`src/hdl/hed_pkg.sv`:
```
`timescale 1ns / 1ps

package hed_pkg;

	// Sizes of the candidate store and of the per-byte result list
	localparam int HOLD_DEPTH = 5;
	localparam int HELD_ENTRIES = HOLD_DEPTH - 1;
	localparam int HELD_IDX_W = $clog2(HELD_ENTRIES);
	localparam int MAX_RES = 6;
	localparam int NUM_ENT = 7;

	typedef logic [7:0] byte_t;
	typedef logic [2:0] cnt_t;
	typedef logic [2:0] ent_idx_t;
	typedef logic [HOLD_DEPTH-1:0][7:0] ent_body_t;

	// Characters with a role of their own
	localparam byte_t CHAR_AMP = 8'h26;

	// Entity indexes, in priority order
	localparam ent_idx_t ENT_AMP  = 3'd0;
	localparam ent_idx_t ENT_LT   = 3'd1;
	localparam ent_idx_t ENT_GT   = 3'd2;
	localparam ent_idx_t ENT_QUOT = 3'd3;
	localparam ent_idx_t ENT_APOS = 3'd4;
	localparam ent_idx_t ENT_NUM  = 3'd5;
	localparam ent_idx_t ENT_NBSP = 3'd6;

	// Body of each entity after the ampersand, first character in byte 0
	function automatic ent_body_t ent_body(input ent_idx_t e);
		ent_body_t body;
		case (e)
			ENT_AMP:  body = {8'h00, 8'h3b, 8'h70, 8'h6d, 8'h61};
			ENT_LT:   body = {8'h00, 8'h00, 8'h3b, 8'h74, 8'h6c};
			ENT_GT:   body = {8'h00, 8'h00, 8'h3b, 8'h74, 8'h67};
			ENT_QUOT: body = {8'h3b, 8'h74, 8'h6f, 8'h75, 8'h71};
			ENT_APOS: body = {8'h3b, 8'h73, 8'h6f, 8'h70, 8'h61};
			ENT_NUM:  body = {8'h00, 8'h3b, 8'h39, 8'h33, 8'h23};
			ENT_NBSP: body = {8'h3b, 8'h70, 8'h73, 8'h62, 8'h6e};
			default:  body = '0;
		endcase
		return body;
	endfunction

	// Number of body characters of each entity
	function automatic cnt_t ent_len(input ent_idx_t e);
		cnt_t len;
		case (e)
			ENT_AMP:  len = 3'd4;
			ENT_LT:   len = 3'd3;
			ENT_GT:   len = 3'd3;
			ENT_QUOT: len = 3'd5;
			ENT_APOS: len = 3'd5;
			ENT_NUM:  len = 3'd4;
			ENT_NBSP: len = 3'd5;
			default:  len = 3'd0;
		endcase
		return len;
	endfunction

	// Decoded character of each entity
	function automatic byte_t ent_char(input ent_idx_t e);
		byte_t c;
		case (e)
			ENT_AMP:  c = 8'h26;
			ENT_LT:   c = 8'h3c;
			ENT_GT:   c = 8'h3e;
			ENT_QUOT: c = 8'h22;
			ENT_APOS: c = 8'h27;
			ENT_NUM:  c = 8'h27;
			ENT_NBSP: c = 8'h20;
			default:  c = 8'h00;
		endcase
		return c;
	endfunction

endpackage

```
`src/hdl/html_entity_decoder.sv`:
```
`timescale 1ns / 1ps

// Streaming HTML entity decoder. Bytes enter one per transfer and leave in
// order with &amp; &lt; &gt; &quot; &apos; &#39; &nbsp; replaced by their
// single characters (&nbsp; gives a space); anything that stops matching
// is released literally, ampersand first. A byte is registered on entry and
// decoded into a list of up to six result bytes, which an output shift
// register hands out one per cycle while out_stall is low. A byte that yields
// at most one result lets the next byte in as its result leaves, so plain text
// runs at one byte per clock while out_stall is low. A byte that releases
// several results stalls the input until its last result is being taken.
// in_last flushes any pending candidate, and out_last rises on the final result of that byte.
module html_entity_decoder (
	input  logic       clk,
	input  logic       arst_n,
	input  logic       in_valid,
	output logic       in_stall,
	input  logic [7:0] in_byte,
	input  logic       in_last,
	output logic       out_valid,
	input  logic       out_stall,
	output logic [7:0] out_byte,
	output logic       out_last
);

	// Input stage
	logic               valid_s1;
	hed_pkg::byte_t     byte_s1;
	logic               last_s1;

	// Candidate state
	logic               amp_q;
	hed_pkg::cnt_t      held_cnt_q;
	hed_pkg::byte_t     held_q [hed_pkg::HELD_ENTRIES];

	// Result list
	hed_pkg::byte_t     res_q [hed_pkg::MAX_RES];
	hed_pkg::cnt_t      cnt_q;
	logic               last_q;

	// Decode
	hed_pkg::cnt_t      cand_len;
	logic               hit;
	hed_pkg::byte_t     hit_char;
	logic               prefix;
	logic               hold;
	logic               use_lit;
	logic               use_tail;
	hed_pkg::byte_t     tail;
	logic               amp_d;
	hed_pkg::byte_t     res_d [hed_pkg::MAX_RES];
	hed_pkg::cnt_t      cnt_d;

	logic               in_xfer;
	logic               out_xfer;
	logic               load_ok;
	logic               s1_adv;

	// Handshake
	assign load_ok  = (cnt_q == '0) || ((cnt_q == 3'd1) && !out_stall);
	assign s1_adv   = valid_s1 && load_ok;
	assign in_stall = valid_s1 && !load_ok;
	assign in_xfer  = in_valid && !in_stall;
	assign out_xfer = out_valid && !out_stall;

	assign out_valid = (cnt_q != '0);
	assign out_byte  = res_q[0];
	assign out_last  = last_q && (cnt_q == 3'd1);

	// Register the input byte
	always_ff @(posedge clk or negedge arst_n) begin
		if (!arst_n) begin
			valid_s1 <= 1'b0;
		end else if (in_xfer) begin
			valid_s1 <= 1'b1;
		end else if (s1_adv) begin
			valid_s1 <= 1'b0;
		end
	end

	always_ff @(posedge clk) begin
		if (in_xfer) begin
			byte_s1 <= in_byte;
			last_s1 <= in_last;
		end
	end

	// Match the held bytes plus the new byte against every entity
	assign cand_len = held_cnt_q + 3'd1;

	always_comb begin
		hed_pkg::ent_body_t body;
		logic               ok;
		hit      = 1'b0;
		hit_char = '0;
		prefix   = 1'b0;
		body     = '0;
		ok       = 1'b0;
		// Walk downwards so that the first entity in the list wins
		for (int e = hed_pkg::NUM_ENT - 1; e >= 0; e--) begin
			body = hed_pkg::ent_body(3'(e));
			ok   = (body[held_cnt_q] == byte_s1);
			for (int i = 0; i < hed_pkg::HELD_ENTRIES; i++) begin
				if (3'(i) < held_cnt_q && held_q[i] != body[i]) begin
					ok = 1'b0;
				end
			end
			if (ok && cand_len == hed_pkg::ent_len(3'(e))) begin
				hit      = 1'b1;
				hit_char = hed_pkg::ent_char(3'(e));
			end
			if (ok && cand_len < hed_pkg::ent_len(3'(e))) begin
				prefix = 1'b1;
			end
		end
	end

	// Choose the literal flush, the tail byte and the next candidate state
	assign hold = amp_q && !hit && prefix && (cand_len < 3'(hed_pkg::HOLD_DEPTH));

	always_comb begin
		use_lit  = 1'b0;
		use_tail = (byte_s1 != hed_pkg::CHAR_AMP) || last_s1;
		tail     = byte_s1;
		amp_d    = (byte_s1 == hed_pkg::CHAR_AMP) && !last_s1;
		if (amp_q) begin
			if (hit) begin
				use_tail = 1'b1;
				tail     = hit_char;
				amp_d    = 1'b0;
			end else if (hold) begin
				use_lit  = last_s1;
				use_tail = last_s1;
				amp_d    = !last_s1;
			end else begin
				use_lit  = 1'b1;
			end
		end
	end

	// Assemble the result list: optional ampersand and held bytes, then tail
	always_comb begin
		for (int i = 0; i < hed_pkg::MAX_RES; i++) begin
			res_d[i] = '0;
		end
		cnt_d = '0;
		if (use_lit) begin
			res_d[0] = hed_pkg::CHAR_AMP;
			for (int i = 1; i <= hed_pkg::HELD_ENTRIES; i++) begin
				if (3'(i) <= held_cnt_q) begin
					res_d[i] = held_q[i-1];
				end
			end
			if (use_tail) begin
				res_d[cand_len] = tail;
			end
			cnt_d = cand_len + {2'b00, use_tail};
		end else if (use_tail) begin
			res_d[0] = tail;
			cnt_d    = 3'd1;
		end
	end

	// Advance the candidate state
	always_ff @(posedge clk or negedge arst_n) begin
		if (!arst_n) begin
			amp_q      <= 1'b0;
			held_cnt_q <= '0;
		end else if (s1_adv) begin
			amp_q      <= amp_d;
			held_cnt_q <= (hold && !last_s1) ? cand_len : '0;
		end
	end

	always_ff @(posedge clk) begin
		if (s1_adv && hold) begin
			held_q[held_cnt_q[hed_pkg::HELD_IDX_W-1:0]] <= byte_s1;
		end
	end

	// Load a fresh list, or shift out one result per transfer
	always_ff @(posedge clk or negedge arst_n) begin
		if (!arst_n) begin
			cnt_q <= '0;
		end else if (s1_adv) begin
			cnt_q <= cnt_d;
		end else if (out_xfer) begin
			cnt_q <= cnt_q - 3'd1;
		end
	end

	always_ff @(posedge clk) begin
		if (s1_adv) begin
			res_q  <= res_d;
			last_q <= last_s1;
		end else if (out_xfer) begin
			for (int i = 0; i < hed_pkg::MAX_RES - 1; i++) begin
				res_q[i] <= res_q[i+1];
			end
		end
	end

`ifndef SYNTHESIS
	a_cnt_range: assert property (@(posedge clk) disable iff (!arst_n)
		cnt_q <= 3'(hed_pkg::MAX_RES))
		else $error("result count beyond list depth");

	a_held_range: assert property (@(posedge clk) disable iff (!arst_n)
		held_cnt_q <= 3'(hed_pkg::HELD_ENTRIES))
		else $error("held count beyond store depth");

	a_held_needs_amp: assert property (@(posedge clk) disable iff (!arst_n)
		!amp_q |-> held_cnt_q == '0)
		else $error("held bytes without a pending ampersand");

	a_last_flushes: assert property (@(posedge clk) disable iff (!arst_n)
		(s1_adv && last_s1) |=> (!amp_q && held_cnt_q == '0))
		else $error("candidate survives end of string");

	a_last_emits: assert property (@(posedge clk) disable iff (!arst_n)
		(s1_adv && last_s1) |=> (cnt_q != '0))
		else $error("end of string gave no result");
`endif

endmodule

```
`config.mk`:
```
export PLATFORM = sky130hd
export DESIGN_NAME = html_entity_decoder
export DESIGN_NICKNAME = d
export VERILOG_FILES = /design/src/hdl/hed_pkg.sv /design/src/hdl/html_entity_decoder.sv
export SDC_FILE = /design/constraint.sdc
export NUM_CORES = 1
export LEC_CHECK = 0
export BUFFER_PORTS_ARGS = -buffer_cell sky130_fd_sc_hd__clkbuf_2
export CAP_MARGIN = 20
export CORE_AREA = 2 2 114 116
export CTS_CLUSTER_DIAMETER = 80
export DETAILED_ROUTE_END_ITERATION = 8
export DIE_AREA = 0 0 116 118
export HOLD_SLACK_MARGIN = 0.1
export PLACE_DENSITY = 0.74
export SETUP_SLACK_MARGIN = 0.4
export SLEW_MARGIN = 40
export SYNTH_ARGS = -nofsm -noshare
export SYNTH_HDL_FRONTEND = slang
export SYNTH_SLANG_ARGS = --single-unit
```
`constraint.sdc`:
```
create_clock -name clk -period 5.45 [get_ports clk]
set_input_delay 0.545 -clock clk [delete_from_list [all_inputs] [get_ports clk]]
set_output_delay 0.545 -clock clk [all_outputs]
set_load 0.1 [all_outputs]
```
==> results of run 1 <==
-- power by group through the flow --
stage	sequential [mW]	combinational [mW]	clock, mW
floorplan	1.17	0.845	0
global placement	1.24	0.951	0
detailed placement	1.24	0.968	0
CTS	1.23	0.972	0.652
global route	1.24	1.06	0.674
finish	1.23	0.986	0.645
-- synth_stat cells, types with 5 or more instances --
library cell and number:
a221o_1 26, a22o_1 6, buf_2 16, nor2_1 34
xnor2_1 5, o2111ai_1 5, and2_1 13, ha_1 14
and3_1 13, nor3_2 7, clkbuf_1 12, o211ai_1 5
o31ai_1 5, o21ai_1 5, buf_4 9, o21ai_0 16
o22ai_1 5, nand2b_1 9, edfxtp_1 90, a21oi_1 16
nand3_1 10, inv_1 21, or3_1 8, nor3_1 36
nor2b_1 13, nand2_1 51, buf_6 6, nor4_1 10
dfrtp_1 8
-- stage by stage --
step	power [mW]	instance area (um^2)
floorplan	2.02	6130
global placement	2.19	6300
detailed placement	2.21	6300
CTS	2.85	6620
global route	2.97	6640
finish	2.86	6640
-- kinds of logic (layout without fill, tap and decap cells) --
group,count (synthesis),after routing,share of synthesized area [%]
buf+inv,67,76,5.76
mux,2,2,0.347
simple gates,255,255,24.2
compound gates,139,139,18.2
fa+ha+maj,14,14,2.86
xor+xnor,9,9,1.29
flops,98,98,47.4
-- flip-flops by register name, indices dropped and copies added (netlist names) --
register,flops
last_s1,1
out_byte,8
res_q,40
valid_s1,1
byte_s1,8
last_q,1
amp_q,1
held_cnt_q,3
cnt_q,3
held_q,32
-- worst paths after layout --
kind | to | slack [ns] | depth (start not counted)
setup / recovery | res_q[23]$_DFFE_PP_ | 0.67 | 10
hold / removal | last_s1$_DFFE_PP_ | 0.36 | 1
setup reg to reg | res_q[23]$_DFFE_PP_ | 0.67 | 10
hold reg to reg | cnt_q[1]$_DFFE_PN0P_ | 0.54 | 2
max in group asynchronous | cnt_q[1]$_DFFE_PN0P_ | 4.67 | 2
min in group asynchronous | cnt_q[2]$_DFFE_PN0P_ | 0.59 | 2
-- routing by layer --
layer	part of all wire, %	routed length (um)
met2	45	8000
met5	0	0
met3	7.6	1340
met4	4.1	724
met1	43	7650
-- what timing repair did --
action	in CTS	in global routing
hold buffers	1	0
setup buffers	0	0
hold endpoints to repair	8	0
-- layout make-up --
type                    instances  area [um^2]  share of cell area, %
clock inverters                 6         66.3                  0.998
well taps                     172          215                   3.24
repair buffers                 38          238                   3.58
flip-flops and latches         98         2900                   43.7
clock buffers                  10          239                   3.60
multi-input cells             419         2900                   43.6
inverters                      22         82.6                   1.24
==> impl_metrics.yaml, run 1 <==
outcome:
  outcome: "finished clean"
hold_path:
  hold_class: "in -> reg"
  min_from: "in_last"
finish:
  syn_to_final_growth_pct: 8.39
  final_core_util_pct: 53.5
  diodes: 0
  layout.nets: 615
  drive_above_1_share_pct: 14.0
  final_cells: 765
  layout_common_cells: "90 x edfxtp_1, 51 x nand2_1, 36 x nor3_1"
  final_common_cell: "edfxtp_1"
  final.fill_count: 1096
global_routing:
  grt_pass1_wl_mm: 27.4
  top_usage_layer: "met2"
  gr-usage-met1_pct: 37.4
  grt_max_degree: 46
  track_usage_pct: 26.8
  gr-total-overflow: 0
  use_met3_pct: 6.08
  antenna_found_initial: 0
  grt_pass1_vias: 4626
  met2_usage_pct: 39.4
power_and_ir_drop:
  power_switching_mw: 1.09
  pwr-share-seq_pct: 42.9
  clockPowerShare_pct: 22.6
  combPwrFrac_pct: 34.5
  ir_worst_vdd_uv: 309
  power.leakage_nw: 2.26
  switching_share_pct: 38.2
  internal_power_mw: 1.77
  powerDensity_nw_per_um2: 430
clock_network:
  cts_inserted_buffers: 9
  root_buffer: "clkbuf_16"
  cts_tree: "built"
  ctsResizeCount: 0
  clock_latency_ns: 0.36
  cts.clk_slew.worst_paths_ns: 0.07
  h-tree-depth: 3
  cts_sinks: 98
  clockBufferDepth: 2
placed_design:
  dp.cells: 747
  port_buffers: 23
  dpl.hpwl_mm: 12.9
  place.gp.congestion: 0.924
  pre_cts_slack_ns: 0.857
worst_setup_path:
  r2r-start: "held_cnt_q[0]$_DFFE_PN0P_"
  crit_arrival_ns: 4.98
  critPathMaxFanout: 29
  startpoint: "held_cnt_q[0]$_DFFE_PN0P_"
  required_ns: 5.66
  criticalPathCategory: "reg -> reg"
  worst-path-buf-inv: 1
  critPathCaptureType: "flop"
  crit_chain: "inv_1 -> ha_1 -> xor2_1 -> a311oi_1 -> or4_1 -> nand3_1 -> or3_1 -> or3_2 -> nor3_1 -> a221o_1"
  slowest_stage: "or3_2"
  critPathTopFamily: "simple AND/OR/NAND/NOR gates"
  critPathMaxStageDelay_ns: 0.79
  critPathLaunchType: "flop"
flow_run:
  drv_cap: 0
die:
  fp.dieW_um: 116
  initial_core_util_pct: 49.4
  io_pins: 24
  num_rows: 41
  die_y_um: 118
  dieArea_um2: 13700
  core_area_um2: 12400
drt:
  vias: 4990
  detail-route-antenna-nets: 0
  drc: 0
  drt_first_pass_iters: 5
  drtIter0Drc: 637
  viasPerCell: 6.52
  postRouteWirelength_mm: 17.7
  wl_per_cell_um: 23.2
timing:
  final.setup.tns_ns: 0
  holdWs_ns: 0.360
  layout_setup_ws_ns: 0.675
  rsz0062_at_grt: "no"
  fin_crit_sh_pct: 87.6
  slew_violations: 0
  fmax_ghz: 0.209
  setup_viol: 0
  worst_slew_pin_slew_ns: 0.837
  fin_crit_ns: 4.78
  finClkSkew_ns: 0.0101
  hold_viol_final: 0
  relSlewSlack_pct: 44.2
yosys:
  synth-edff-count: 90
  synth_top_area_share_pct: 44.1
  ys_seq_area_share_pct: 47.4
  synth-seq-cells: 98
  yosysTopAreaCell: "edfxtp_1"
  synth_cell_types: 81
  yosysWarnings: 0
  async_flop_share_pct: 8.16
  synth_top_flop_cell: "edfxtp_1"
  syn_area_per_cell_um2: 10.5
  synth_area_um2: 6130
  synth_cells: 584
  netlist_top_cells_area: "edfxtp_1 44%, a221o_1 4.2%, dfrtp_1 3.3%"
  syn_nets: 611
Power figures use the tool's default switching activity.
==> inputs of run 2 (changes only) <==
--- a/config.mk
+++ b/config.mk
@@ -7,12 +7,12 @@
 export LEC_CHECK = 0
 export BUFFER_PORTS_ARGS = -buffer_cell sky130_fd_sc_hd__clkbuf_2
 export CAP_MARGIN = 20
-export CORE_AREA = 2 2 114 116
+export CORE_AREA = 2 2 105 107
 export CTS_CLUSTER_DIAMETER = 80
 export DETAILED_ROUTE_END_ITERATION = 8
-export DIE_AREA = 0 0 116 118
+export DIE_AREA = 0 0 107 109
 export HOLD_SLACK_MARGIN = 0.1
-export PLACE_DENSITY = 0.74
+export PLACE_DENSITY = 0.84
 export SETUP_SLACK_MARGIN = 0.4
 export SLEW_MARGIN = 40
 export SYNTH_ARGS = -nofsm -noshare
==> run 2 against run 1 <==
Critical path depth stayed put. Sequential power hardly changed. Clock power is 22% lower.
==> impl_metrics.yaml, run 2 (synthesized netlist as in run 1, its figures left out) <==
global_routing:
  grt_max_degree: 46
  grt_pass1_wl_mm: 26.8
  grt_pass1_vias: 4737
  track_usage_pct: 30.8
  antenna_found_initial: 0
  gr-total-overflow: 0
power_and_ir_drop:
  clockPowerShare_pct: 18.5
  power.leakage_nw: 2.20
  ir_worst_vdd_uv: 349
  switching_share_pct: 39.9
  powerDensity_nw_per_um2: 419
  power_switching_mw: 1.08
  power.total_mw: 2.71
  internal_power_mw: 1.63
  pwr-share-seq_pct: 45.4
  combPwrFrac_pct: 36.1
timing:
  fin_crit_ns: 4.93
  hold_viol_final: 0
  finClkSkew_ns: 0.0155
  final.setup.tns_ns: 0
  relSlewSlack_pct: 43.7
  slew_violations: 0
  fin_crit_sh_pct: 90.5
  worst_slew_pin_slew_ns: 0.844
  setup_viol: 0
  fmax_ghz: 0.203
  rsz0062_at_grt: "no"
drt:
  postRouteWirelength_mm: 17.3
  viasPerCell: 7.15
  wl_met2_mm: 7.65
  top_layer_used: "met4"
  wl_met3_mm: 2.15
  drc: 0
  wl_met1_mm: 6.81
  detail-route-antenna-nets: 0
  drtIter0Drc: 900
  wl_per_cell_um: 23.7
  drt_first_pass_iters: 9
  vias: 5226
clock_network:
  cts.clk_slew.worst_paths_ns: 0.10
  cts_tree: "built"
  root_buffer: "clkbuf_8"
  h-tree-depth: 3
  clockBufferDepth: 2
  clock_latency_ns: 0.39
  cts_sinks: 98
  cts_inserted_buffers: 9
  ctsResizeCount: 0
  postCtsSetupRepairBufs: 0
worst_setup_path:
  critPathMaxFanout: 29
  r2r-start: "held_cnt_q[0]$_DFFE_PN0P_"
  reg2regPathDepth: 10
  criticalPathCategory: "reg -> reg"
  rrSetupSlack_ns: 0.52
  critPathCaptureType: "flop"
  reg2reg_to: "res_q[26]$_DFFE_PP_"
  critPathLaunchType: "flop"
  required_ns: 5.70
  crit_arrival_ns: 5.18
finish:
  drive_above_1_share_pct: 13.4
  syn_to_final_growth_pct: 5.80
  layout_common_cells: "90 x edfxtp_1, 51 x nand2_1, 36 x nor3_1"
  final.fill_count: 876
  layout.nets: 613
  seq_area_um2: 2900
  largest_reg_flops: 40
  largest-register: "res_q"
  final_common_cell: "edfxtp_1"
  diodes: 0
  multi_input_area_um2: 2900
die:
  dieArea_um2: 11700
  core_area_um2: 10600
  num_rows: 38
  io_pins: 24
  initial_core_util_pct: 57.8
  die_y_um: 109
  fp.dieW_um: 107
hold_path:
  min_to: "byte_s1[5]$_DFFE_PP_"
  timing.hold.worst_path_depth: 1
  hold_class: "in -> reg"
  min_from: "in_byte[5]"
placed_design:
  port_buffers: 23
  dpl.hpwl_mm: 12.6
  place.gp.congestion: 1.07
outcome:
  outcome: "finished clean"
flow_run:
  drv_cap: 0
## run 2: changes by cell type in the layout (fill, tap and decap cells not counted), moves of 2 or more
cell	previous run	this run
clkbuf_16	9	0
clkbuf_8	1	11
buf_4	13	11
clkinv_2	2	0
clkinv_4	3	0
## run 2: metal layers
| metal | global-route usage [%] | vias up |
|---|---|---|
| li1 | - | 2287 |
| met1 | 42.4 | 2475 |
| met2 | 46.3 | 397 |
| met3 | 7.71 | 67 |
| met4 | 14.2 | 0 |
| met5 | 0 | - |
## run 2: area by class of cell
cell class | count | share of cell area (%)
multi-input combinational | 419 | 44.7
clock buffer | 12 | 2.39
tap | 140 | 2.70
timing repair buffer | 36 | 3.38
clock inverter | 4 | 0.772
sequential | 98 | 44.8
inverter | 22 | 1.27
## run 2: per-stage QoR
step | utilization (%) | setup slack (ns) | hold slack [ns] | cell area [um^2] | cells
after CTS | 61.0 | 0.746 | 0.326 | 6460 | 730
after global routing | 61.1 | 0.422 | 0.326 | 6480 | 731
after global placement | 58.9 | 0.749 | 0.416 | 6240 | 713
after floorplan | - | 1.39 | 0.249 | 6130 | 584
final | 61.1 | 0.518 | 0.330 | 6480 | 731
after detailed placement | 58.9 | 0.798 | 0.417 | 6250 | 713
## run 2: power groups by stage
stage	Clock (mW)	Combinational [mW]	Sequential, mW
after detailed placement	0	0.959	1.25
after CTS	0.501	0.965	1.23
after global placement	0	0.933	1.24
after global routing	0.529	1.04	1.25
after floorplan	0	0.845	1.17
final	0.502	0.980	1.23
## run 2: worst max-delay path: stages (launching register included)
cell and delay [ns]:
dfrtp_1 0.76, inv_1 0.42, ha_1 0.45, xor2_1 0.20, a311oi_1 0.56, or4_1 0.30, nand3_1 0.14, or3_1 0.47
or3_2 0.79, nor3_1 0.52, a221o_1 0.19
## run 2: what timing repair did
action                                 in CTS  in global routing
hold buffers                                1                  0
endpoints found under the hold margin       8                  0
setup endpoints to repair                   0                  0
## run 2: worst max path at each step
stage                               from                    end  slack [ns]
6_report       held_cnt_q[0]$_DFFE_PN0P_    res_q[26]$_DFFE_PP_        0.52
5_1_grt        held_cnt_q[0]$_DFFE_PN0P_    res_q[26]$_DFFE_PP_        0.42
4_1_cts        held_cnt_q[0]$_DFFE_PN0P_    res_q[26]$_DFFE_PP_        0.75
3_5_place_dp   held_cnt_q[0]$_DFFE_PN0P_    res_q[26]$_DFFE_PP_        0.80
3_3_place_gp   held_cnt_q[1]$_DFFE_PN0P_    res_q[37]$_DFFE_PP_        0.75
2_1_floorplan       cnt_q[0]$_DFFE_PN0P_  out_byte[0]$_DFFE_PP_        1.39
